### src/hdl/dbt_pkg.sv
`default_nettype none

package dbt_pkg;

  // table geometry
  localparam int TABLE_ENTRIES = 16;
  localparam int IDX_W = (TABLE_ENTRIES > 1) ? $clog2(TABLE_ENTRIES) : 1;
  localparam int CNT_W = $clog2(TABLE_ENTRIES + 1);

  // field widths
  localparam int KEY_W = 64;
  localparam int DOM_W = 8;
  localparam int OP_W = 3;
  localparam int STAT_W = 3;
  localparam int TCNT_W = 5;

  // configuration port
  localparam int ADDR_W = 5;
  localparam int DATA_W = 64;
  localparam int CFG_IDX_W = 2;
  localparam logic [CFG_IDX_W-1:0] CFG_CURRENT_DOMAIN = 2'd0;
  localparam logic [CFG_IDX_W-1:0] CFG_WILDCARD_CODE = 2'd1;
  localparam logic [CFG_IDX_W-1:0] CFG_INVALID_ID_CODE = 2'd2;

  // opcodes
  localparam logic [OP_W-1:0] OP_BIND = 3'd0;
  localparam logic [OP_W-1:0] OP_CHECK = 3'd1;
  localparam logic [OP_W-1:0] OP_TRANSFER = 3'd2;
  localparam logic [OP_W-1:0] OP_GET = 3'd3;
  localparam logic [OP_W-1:0] OP_UNBIND = 3'd4;

  // status codes
  localparam logic [STAT_W-1:0] STAT_OK = 3'd0;
  localparam logic [STAT_W-1:0] STAT_INVALID = 3'd1;
  localparam logic [STAT_W-1:0] STAT_ALREADY = 3'd2;
  localparam logic [STAT_W-1:0] STAT_FULL = 3'd3;
  localparam logic [STAT_W-1:0] STAT_VIOLATION = 3'd4;
  localparam logic [STAT_W-1:0] STAT_NOT_BOUND = 3'd5;

  typedef struct packed {
    logic [OP_W-1:0]  opcode;
    logic [KEY_W-1:0] entity_key;
    logic [DOM_W-1:0] target_domain;
  } cmd_t;

  typedef struct packed {
    logic [STAT_W-1:0] status;
    logic [DOM_W-1:0]  domain_out;
    logic [TCNT_W-1:0] tracked_count;
  } result_t;

  // one table entry as stored in the ram
  typedef struct packed {
    logic [KEY_W-1:0] key;
    logic [DOM_W-1:0] domain;
  } entry_t;

  // outcome of one table scan
  typedef struct packed {
    logic             hit;
    logic [IDX_W-1:0] hit_idx;
    logic [DOM_W-1:0] hit_dom;
    logic             free_ok;
    logic [IDX_W-1:0] free_idx;
  } scan_res_t;

endpackage

`default_nettype wire

### src/hdl/domain_binding_table_core.sv
`default_nettype none

// domain binding table: maps 64-bit entity keys to 8-bit domain numbers in a
// table of dbt_pkg::TABLE_ENTRIES slots and checks ownership against the
// current_domain register. a command transaction is taken when start is high
// and busy is low; busy then stays high while one comparator walks the table
// ram one entry per cycle, after which the table and the used count are
// updated and the result is shown on result_o for exactly one cycle with
// done_o high. no new command is taken until the single ram read port and
// key comparator have visited every entry. the receiver cannot stall: a
// result must be taken in the cycle it is shown. a new command may be
// accepted in that same cycle. reset frees every slot; the current_domain,
// wildcard_code and invalid_id_code registers sit on the apb port at byte
// addresses 0, 8 and 16; the user must see that they are only written while
// idle, as the block itself does not enforce it.
module domain_binding_table_core (
  input  wire logic                           clk_i,
  input  wire logic                           rst_ni,
  // command channel
  input  wire logic                           start,
  output      logic                           busy,
  input  wire dbt_pkg::cmd_t                  cmd_i,
  // result channel
  output      logic                           done_o,
  output      dbt_pkg::result_t               result_o,
  // configuration port
  input  wire logic                           psel,
  input  wire logic                           penable,
  input  wire logic                           pwrite,
  input  wire logic [dbt_pkg::ADDR_W-1:0]     paddr,
  input  wire logic [dbt_pkg::DATA_W-1:0]     pwdata,
  output      logic [dbt_pkg::DATA_W-1:0]     prdata,
  output      logic                           pready
);

  // sequencer states
  localparam logic [1:0] S_IDLE  = 2'd0;
  localparam logic [1:0] S_SCAN  = 2'd1;
  localparam logic [1:0] S_DRAIN = 2'd2;
  localparam logic [1:0] S_RESP  = 2'd3;

  localparam logic [dbt_pkg::IDX_W-1:0] LAST_IDX =
    dbt_pkg::IDX_W'(dbt_pkg::TABLE_ENTRIES - 1);

  // ---------------------------------------------------------------------------
  // configuration registers
  // ---------------------------------------------------------------------------
  logic [dbt_pkg::DOM_W-1:0]     cur_dom_q;
  logic [dbt_pkg::DOM_W-1:0]     wild_q;
  logic [dbt_pkg::KEY_W-1:0]     inv_id_q;
  logic [dbt_pkg::CFG_IDX_W-1:0] cfg_idx;
  logic                          cfg_we;

  assign pready  = 1'b1;
  assign cfg_idx = paddr[dbt_pkg::ADDR_W-1:3];
  assign cfg_we  = psel && penable && pwrite && pready;

  always_ff @(posedge clk_i or negedge rst_ni) begin
    if (!rst_ni) begin
      cur_dom_q <= 8'hff;
      wild_q    <= 8'hff;
      inv_id_q  <= '0;
    end else if (cfg_we) begin
      unique case (cfg_idx)
        dbt_pkg::CFG_CURRENT_DOMAIN:  cur_dom_q <= pwdata[dbt_pkg::DOM_W-1:0];
        dbt_pkg::CFG_WILDCARD_CODE:   wild_q    <= pwdata[dbt_pkg::DOM_W-1:0];
        dbt_pkg::CFG_INVALID_ID_CODE: inv_id_q  <= pwdata[dbt_pkg::KEY_W-1:0];
        default: ; // unmapped address, write dropped
      endcase
    end
  end

  always_comb begin
    unique case (cfg_idx)
      dbt_pkg::CFG_CURRENT_DOMAIN:
        prdata = dbt_pkg::DATA_W'(cur_dom_q);
      dbt_pkg::CFG_WILDCARD_CODE:
        prdata = dbt_pkg::DATA_W'(wild_q);
      dbt_pkg::CFG_INVALID_ID_CODE:
        prdata = dbt_pkg::DATA_W'(inv_id_q);
      default:
        prdata = '0;
    endcase
  end

  // ---------------------------------------------------------------------------
  // command capture and sequencer
  // ---------------------------------------------------------------------------
  logic [1:0]                 state_q, state_d;
  logic [dbt_pkg::IDX_W-1:0]  cnt_q, cnt_d;
  dbt_pkg::cmd_t              cmd_q;
  logic                       inv_key_q;  // key equals the invalid id
  logic                       accept;

  assign busy   = (state_q != S_IDLE);
  assign accept = start && !busy;

  always_comb begin
    state_d = state_q;
    cnt_d   = cnt_q;
    unique case (state_q)
      S_IDLE: begin
        if (accept) begin
          state_d = S_SCAN;
          cnt_d   = '0;
        end
      end
      S_SCAN: begin
        // one ram read issued per cycle
        if (cnt_q == LAST_IDX) begin
          state_d = S_DRAIN;
        end else begin
          cnt_d = cnt_q + 1'b1;
        end
      end
      S_DRAIN: state_d = S_RESP;  // last read data compared here
      S_RESP:  state_d = S_IDLE;  // table update and result
      default: state_d = S_IDLE;
    endcase
  end

  always_ff @(posedge clk_i or negedge rst_ni) begin
    if (!rst_ni) begin
      state_q <= S_IDLE;
      cnt_q   <= '0;
    end else begin
      state_q <= state_d;
      cnt_q   <= cnt_d;
    end
  end

  // payload of the command held for the whole transaction
  always_ff @(posedge clk_i) begin
    if (accept) begin
      cmd_q     <= cmd_i;
      inv_key_q <= (cmd_i.entity_key == inv_id_q);
    end
  end

  // ---------------------------------------------------------------------------
  // table storage: key and domain in ram, used bits in flops
  // ---------------------------------------------------------------------------
  logic [dbt_pkg::TABLE_ENTRIES-1:0] used_q, used_d;
  logic [dbt_pkg::CNT_W-1:0]         total_q, total_d;
  logic                              ram_we;
  logic [dbt_pkg::IDX_W-1:0]         ram_waddr;
  dbt_pkg::entry_t                   ram_wdata;
  dbt_pkg::entry_t                   ram_rdata;
  dbt_pkg::scan_res_t                scan;

  dbt_ram #(
    .WIDTH ($bits(dbt_pkg::entry_t)),
    .DEPTH (dbt_pkg::TABLE_ENTRIES)
  ) u_ram (
    .clk_i   (clk_i),
    .we_i    (ram_we),
    .waddr_i (ram_waddr),
    .wdata_i (ram_wdata),
    .raddr_i (cnt_q),
    .rdata_o (ram_rdata)
  );

  // key comparator and first-match / first-free tracking
  dbt_scan u_scan (
    .clk_i      (clk_i),
    .rst_ni     (rst_ni),
    .clr_i      (accept),
    .iss_vld_i  (state_q == S_SCAN),
    .iss_idx_i  (cnt_q),
    .iss_used_i (used_q[cnt_q]),
    .key_i      (cmd_q.entity_key),
    .rdata_i    (ram_rdata),
    .res_o      (scan)
  );

  // ---------------------------------------------------------------------------
  // decision and write-back, evaluated in the response state
  // ---------------------------------------------------------------------------
  logic                        access_ok;
  logic [dbt_pkg::STAT_W-1:0]  status;
  logic [dbt_pkg::DOM_W-1:0]   dom_out;

  // wildcard on either side always passes
  assign access_ok = (scan.hit_dom == wild_q) || (cur_dom_q == wild_q) ||
                     (cur_dom_q == scan.hit_dom);

  always_comb begin
    status    = dbt_pkg::STAT_OK;
    dom_out   = '0;
    used_d    = used_q;
    total_d   = total_q;
    ram_we    = 1'b0;
    ram_waddr = scan.hit_idx;
    ram_wdata = '{key: cmd_q.entity_key, domain: cmd_q.target_domain};
    if (state_q == S_RESP) begin
      if (cmd_q.opcode == dbt_pkg::OP_UNBIND) begin
        // unbind skips the invalid key test and always answers ok
        if (scan.hit) begin
          used_d[scan.hit_idx] = 1'b0;
          if (total_q != '0) begin
            total_d = total_q - 1'b1;
          end
        end
      end else if (cmd_q.opcode > dbt_pkg::OP_UNBIND || inv_key_q) begin
        status = dbt_pkg::STAT_INVALID;
      end else begin
        case (cmd_q.opcode)
          dbt_pkg::OP_BIND: begin
            if (scan.hit) begin
              // rebind only to the same domain or over a wildcard binding
              if (scan.hit_dom != cmd_q.target_domain && scan.hit_dom != wild_q) begin
                status = dbt_pkg::STAT_ALREADY;
              end else begin
                ram_we = 1'b1;
              end
            end else if (scan.free_ok) begin
              ram_we                = 1'b1;
              ram_waddr             = scan.free_idx;
              used_d[scan.free_idx] = 1'b1;
              total_d               = total_q + 1'b1;
            end else begin
              status = dbt_pkg::STAT_FULL;
            end
          end
          dbt_pkg::OP_CHECK: begin
            // an untracked key passes
            if (scan.hit && !access_ok) begin
              status = dbt_pkg::STAT_VIOLATION;
            end
          end
          dbt_pkg::OP_TRANSFER: begin
            if (!scan.hit) begin
              status = dbt_pkg::STAT_NOT_BOUND;
            end else if (!access_ok) begin
              status = dbt_pkg::STAT_VIOLATION;
            end else begin
              ram_we = 1'b1;
            end
          end
          default: begin
            // get domain
            if (!scan.hit) begin
              status = dbt_pkg::STAT_NOT_BOUND;
            end else begin
              dom_out = scan.hit_dom;
            end
          end
        endcase
      end
    end
  end

  always_ff @(posedge clk_i or negedge rst_ni) begin
    if (!rst_ni) begin
      used_q  <= '0;
      total_q <= '0;
    end else begin
      used_q  <= used_d;
      total_q <= total_d;
    end
  end

  // ---------------------------------------------------------------------------
  // result register: one-cycle strobe
  // ---------------------------------------------------------------------------
  logic             done_q;
  dbt_pkg::result_t result_q;

  always_ff @(posedge clk_i or negedge rst_ni) begin
    if (!rst_ni) begin
      done_q <= 1'b0;
    end else begin
      done_q <= (state_q == S_RESP);
    end
  end

  always_ff @(posedge clk_i) begin
    if (state_q == S_RESP) begin
      result_q.status        <= status;
      result_q.domain_out    <= dom_out;
      result_q.tracked_count <= dbt_pkg::TCNT_W'(total_d);
    end
  end

  assign done_o   = done_q;
  assign result_o = result_q;

  // ---------------------------------------------------------------------------
  // assertions
  // ---------------------------------------------------------------------------
  a_count_matches_used: assert property (
    @(posedge clk_i) disable iff (!rst_ni)
    total_q == dbt_pkg::CNT_W'($countones(used_q))
  ) else $error("used count disagrees with used bits");

  a_accept_starts_scan: assert property (
    @(posedge clk_i) disable iff (!rst_ni)
    accept |=> (state_q == S_SCAN && cnt_q == '0)
  ) else $error("accepted command did not start a scan at entry zero");

  a_done_after_resp: assert property (
    @(posedge clk_i) disable iff (!rst_ni)
    done_o |-> $past(state_q == S_RESP)
  ) else $error("result strobe without a response state");

  a_done_when_idle: assert property (
    @(posedge clk_i) disable iff (!rst_ni)
    done_o |-> !busy
  ) else $error("result shown while a scan is running");

  a_write_only_in_resp: assert property (
    @(posedge clk_i) disable iff (!rst_ni)
    ram_we |-> (state_q == S_RESP)
  ) else $error("table write outside the response state");

endmodule

`default_nettype wire

### src/hdl/dbt_ram.sv
`default_nettype none

module dbt_ram #(
  parameter int WIDTH = 8,
  parameter int DEPTH = 16,
  localparam int AW = (DEPTH > 1) ? $clog2(DEPTH) : 1
) (
  input  wire logic                      clk_i,
  input  wire logic                      we_i,
  input  wire logic [AW-1:0]             waddr_i,
  input  wire logic [WIDTH-1:0]          wdata_i,
  input  wire logic [AW-1:0]             raddr_i,
  output      logic [WIDTH-1:0]          rdata_o
);

  logic [WIDTH-1:0] mem_q [DEPTH];
  logic [WIDTH-1:0] rdata_q;

  always_ff @(posedge clk_i) begin
    if (we_i) begin
      mem_q[waddr_i] <= wdata_i;
    end
    rdata_q <= mem_q[raddr_i];
  end

  assign rdata_o = rdata_q;

endmodule

`default_nettype wire

### src/hdl/dbt_scan.sv
`default_nettype none

module dbt_scan (
  input  wire logic                         clk_i,
  input  wire logic                         rst_ni,
  input  wire logic                         clr_i,
  input  wire logic                         iss_vld_i,
  input  wire logic [dbt_pkg::IDX_W-1:0]    iss_idx_i,
  input  wire logic                         iss_used_i,
  input  wire logic [dbt_pkg::KEY_W-1:0]    key_i,
  input  wire dbt_pkg::entry_t              rdata_i,
  output      dbt_pkg::scan_res_t           res_o
);

  logic                      iss_vld_q;
  logic [dbt_pkg::IDX_W-1:0] iss_idx_q;
  logic                      iss_used_q;
  dbt_pkg::scan_res_t        res_q, res_d;
  logic                      key_eq;

  // ram read data arrives in the cycle after its index is issued
  always_ff @(posedge clk_i or negedge rst_ni) begin
    if (!rst_ni) begin
      iss_vld_q  <= 1'b0;
      iss_idx_q  <= '0;
      iss_used_q <= 1'b0;
    end else begin
      iss_vld_q  <= iss_vld_i;
      iss_idx_q  <= iss_idx_i;
      iss_used_q <= iss_used_i;
    end
  end

  // the shared 64-bit key comparator
  assign key_eq = (rdata_i.key == key_i);

  always_comb begin
    res_d = res_q;
    if (clr_i) begin
      res_d = '0;
    end else if (iss_vld_q) begin
      // lowest matching used slot wins
      if (iss_used_q && key_eq && !res_q.hit) begin
        res_d.hit     = 1'b1;
        res_d.hit_idx = iss_idx_q;
        res_d.hit_dom = rdata_i.domain;
      end
      // lowest free slot
      if (!iss_used_q && !res_q.free_ok) begin
        res_d.free_ok  = 1'b1;
        res_d.free_idx = iss_idx_q;
      end
    end
  end

  always_ff @(posedge clk_i or negedge rst_ni) begin
    if (!rst_ni) begin
      res_q <= '0;
    end else begin
      res_q <= res_d;
    end
  end

  assign res_o = res_q;

endmodule

`default_nettype wire

### config.mk
export PLATFORM = sky130hd
export DESIGN_NAME = domain_binding_table_core
export DESIGN_NICKNAME = d
export VERILOG_FILES = /design/src/hdl/dbt_pkg.sv /design/src/hdl/domain_binding_table_core.sv /design/src/hdl/dbt_ram.sv /design/src/hdl/dbt_scan.sv
export SDC_FILE = /design/constraint.sdc
export NUM_CORES = 1
export LEC_CHECK = 0
export BUFFER_PORTS_ARGS = -buffer_cell sky130_fd_sc_hd__buf_2
export CORE_UTILIZATION = 55
export CTS_CLUSTER_SIZE = 40
export DETAILED_ROUTE_END_ITERATION = 10
export PLACE_DENSITY = 0.72
export SKIP_CTS_REPAIR_TIMING = 1
export SYNTH_ARGS = -nofsm -noshare
export SYNTH_HDL_FRONTEND = slang
export SYNTH_HIERARCHICAL = 1
export SYNTH_SLANG_ARGS = --single-unit
### constraint.sdc
create_clock -name clk_i -period 10.3 [get_ports clk_i]
set_input_delay 0.515 -clock clk_i [delete_from_list [all_inputs] [get_ports clk_i]]
set_output_delay 0.515 -clock clk_i [all_outputs]
set_load 0.005 [all_outputs]
==> summary.txt <==
Status
  – Status: finished with violations
  – Failing checks: hold timing

Yosys
  – Yosys Warn Count: 6
  – Main flop type after synthesis: edfxtp_1
  – Mapped Avg Cell Area: 20.4 um^2
  – EDFF count, synth: between 1000 and 1500
  – Post-Syn Nets: 2873
  – Cell variety after synth: 64
  – Commonest cells post-synth: edfxtp_1 (1244), mux4_2 (293), a22oi_1 (144)
  – Top cell type's share of synthesized area: 0.674
  – Post-synth top area cell: edfxtp_1
  – Yosys reg bits: around 1400
  – Most frequent cell after synthesis: edfxtp_1
  – Synthesized area: around 55000 um^2
  – Register area share after synthesis: 0.760
  – Top area cells in the synthesized netlist: edfxtp_1 (67%), mux4_2 (12%), dfrtp_1 (5.2%)
  – Ys async rst share: 0.0912
  – Synthesized instance count: roughly 2700

Cells and area
  – Filler cells: 6521
  – Final Cell Area: 63600 um^2
  – Layout Cells excl Fill: 4535
  – Post-layout util: 0.636
  – Number of diodes: 0
  – # nets final: 3275
  – Layout cells sized above 1: 0.280
  – Layout Area Growth over Synthesis: 14.8%

Global route
  – First-pass GRT wire length: a little under 200000 um
  – Vias in the first global route: 29400
  – GRT Util Overall: 0.272
  – Initial antenna violation count: 6
  – Largest net degree at the start of global routing: about 170
  – Global route overflow: 0

Floorplanning
  – Initial core utilization: 0.554
  – Cell Rows: 116
  – Top Ports: between 200 and 250
  – Std-Cell Core Area: 100000 um^2
  – Die ar.: 102000 um^2
  – Die Ht: 319 um
  – X dimension of the die: 319 um

Drt
  – Post-DRT Antenna Nets: 0
  – Wire per inst: 30.4 um
  – Routed wl met3: 14200 um
  – DRC Markers: 0
  – DR WL met2: ~66000 um
  – Vias per inst: 6.35
  – Routed wire length: about 140000 um
  – Initial DRC Count: 3367
  – Uppermost layer routed: met5
  – DRT Pass-1 Iters: 6
  – Vias: 28800
  – Met1 WL: 53500 um

STA
  – Final Skew: 0.0256 ns
  – RSZ-0062 raised after global routing: false
  – Fmax: roughly 0.19 GHz
  – Fin. max-slew vios: 0
  – Setup TNS: 0 ns
  – Worst hold margin: -0.00547 ns
  – Worst-Margin Slew: ~1.3 ns
  – Final setup viols: 0
  – Fin. Hold Viols: 1
  – Max-slew headroom: 0.0971
  – Final period util: 0.515
  – Fin crit period: 5.30 ns

Min path
  – Tightest Hold Check Type: in -> reg

Clock tree
  – Worst-Skew Late Latency: around 0.76 ns
  – TritonCTS clock tree: yes
  – Max clock buf depth: 3
  – Root buffer cell: clkbuf_16
  – Clock-pin slew on the worst setup and hold paths: 0.06 ns
  – Clock Sinks: 1448
  – Number of H-tree levels: 4
  – CTS Buf Count: roughly 150

Power and ir drop
  – Clock power share: 0.341
  – PD cells: 232 nW/um^2
  – Leakage: 21.2 nW
  – Psw: 3.90 mW
  – Reg power frac: 0.501
  – Comb power frac: 0.159
  – Sw Ratio: 0.264
  – Internal power: approximately 11 mW
  – VDD IR max: 0.000214 V

Setup path
  – Crit path DAT: 5.67 ns
  – Top cell by count, worst path: buf_4
  – Critical Path End Type: flip-flop
  – Crit start category: flip-flop
  – Type of the worst setup path: reg -> reg
  – Worst Path Buf+Inv: 2
  – Max FO, Critical Path: 44
  – CP max stage cell: nor3_2
  – Crit path max-delay family: simple AND/OR/NAND/NOR gates
  – CP cell instances: xor2_1 -> nor4_1 -> nand2_1 -> a311oi_1 -> o2111a_1 -> or3b_2 -> nor3_2 -> buf_4 -> buf_4
  – Max stage delay on crit path: 0.83 ns
  – WP data required: approximately 11 ns

Flow run
  – Max-cap violations: 0

Placement
  – Post-DP HPWL: 77700 um
  – DP Cell Count: 4165
  – PortBufs: around 230
  – Placed cell areas: 58100 um^2
  – GP Congestion: 0.835
[state kept, by name, summed over array words and instances, names as in the netlist]
register           flops
done_o                 1
u_ram/mem_q         1152
u_ram/rdata_o         72
inv_id_q              64
cmd_q                 75
used_q                16
state_q                2
inv_key_q              1
cur_dom_q              8
u_scan/iss_used_q      1
u_scan/iss_vld_q       1
result_o              16
total_q                5
cnt_q                  4
wild_q                 8
u_scan/iss_idx_q       4
u_scan/res_o          18
[path summary, 6_finish.rpt]
| kind | startpoint | end | slack [ns] | depth (start not counted) |
|---|---|---|---|---|
| max reg2reg | cmd_q[5] | u_ram/mem_q[0][43] | 5.00 | 9 |
| max in group asynchronous | rst_ni | inv_id_q[28] | 8.38 | 3 |
| min in group asynchronous | rst_ni | u_scan/res_o[11] | 0.36 | 2 |
| max | cmd_q[5] | u_ram/mem_q[0][43] | 5.00 | 9 |
| min reg2reg | u_ram/rdata_o[6] | u_scan/res_o[11] | 0.49 | 2 |
| min | pwdata[27] | inv_id_q[27] | -0.005 | 2 |
[cell families (layout without fill, tap and decap cells)]
kind of cell    count (synthesis)  after routing  synth area share
other cells                     1              1         0.0000677
buf+inv                       143            666            0.0138
flops                        1448           1448             0.760
fa+ha+maj                       9              9           0.00203
compound gates                252            252            0.0311
xor+xnor                      148            148            0.0234
mux                           389            389             0.138
simple gates                  324            324            0.0312
[layout by cell type (no fill, tap or decap), types with 10 or more instances in the layout]
cell           synthesis  layout
a21oi_1               20      20
a22oi_1              144     144
and2_1                67      65
buf_2                 19     227
buf_4                 10      46
clkbuf_1              64      50
clkbuf_16              0     145
clkbuf_8               0      14
clkinv_1               1      12
clkinv_2               0      19
dfrtp_1              116     114
dfstp_2               16      16
dfxtp_1               72      72
dlygate4sd3_1          0     102
edfxtp_1            1244    1244
inv_1                 18      18
mux2_2                80      80
mux2i_1               12      12
mux4_2               293     293
nand2_1              102     102
nand2b_1              15      15
nand3_1               20      20
nand4_1               17      17
nor2_1                28      15
nor2_4                 0      13
nor2b_1               13      10
nor4_1                33      33
o21ai_0               55      55
xnor2_1               36      36
xor2_1               112     112
[layer usage]
layer | global-route usage | up-vias
met3 | 0.0591 | 234
li1 | - | 11800
met4 | 0.0960 | 4
met2 | 0.422 | 1647
met1 | 0.384 | 15100
met5 | 0 | -
[cell type report]
| class | count | area (um^2) | share of cell area |
|---|---|---|---|
| inverter | 19 | 71.3 | 0.00112 |
| clock inverter | 59 | 541 | 0.00850 |
| timing repair buffer | 379 | 2570 | 0.0405 |
| clock buffer | 209 | 4010 | 0.0630 |
| multi-input combinational | 1123 | 12700 | 0.199 |
| tap | 1298 | 1620 | 0.0255 |
| sequential | 1448 | 42100 | 0.662 |
[power groups by stage]
stage               clock [mW]  sequential (mW)  combinational (mW)
floorplan                    0             7.27                1.75
global placement             0             7.46                2.26
detailed placement           0             7.50                2.30
CTS                       5.09             7.38                2.32
global route              5.32             7.44                2.48
finish                    5.03             7.38                2.34
[stage by stage]
stage	hold WS (ns)	setup slack (ns)	total power [mW]
CTS	-0.216	5.07	14.8
global route	-0.00438	4.82	15.2
global placement	0.487	5.06	9.72
detailed placement	0.484	5.07	9.80
floorplan	0.219	2.48	9.02
finish	-0.00547	5.00	14.7
Power figures use the tool's default switching activity.
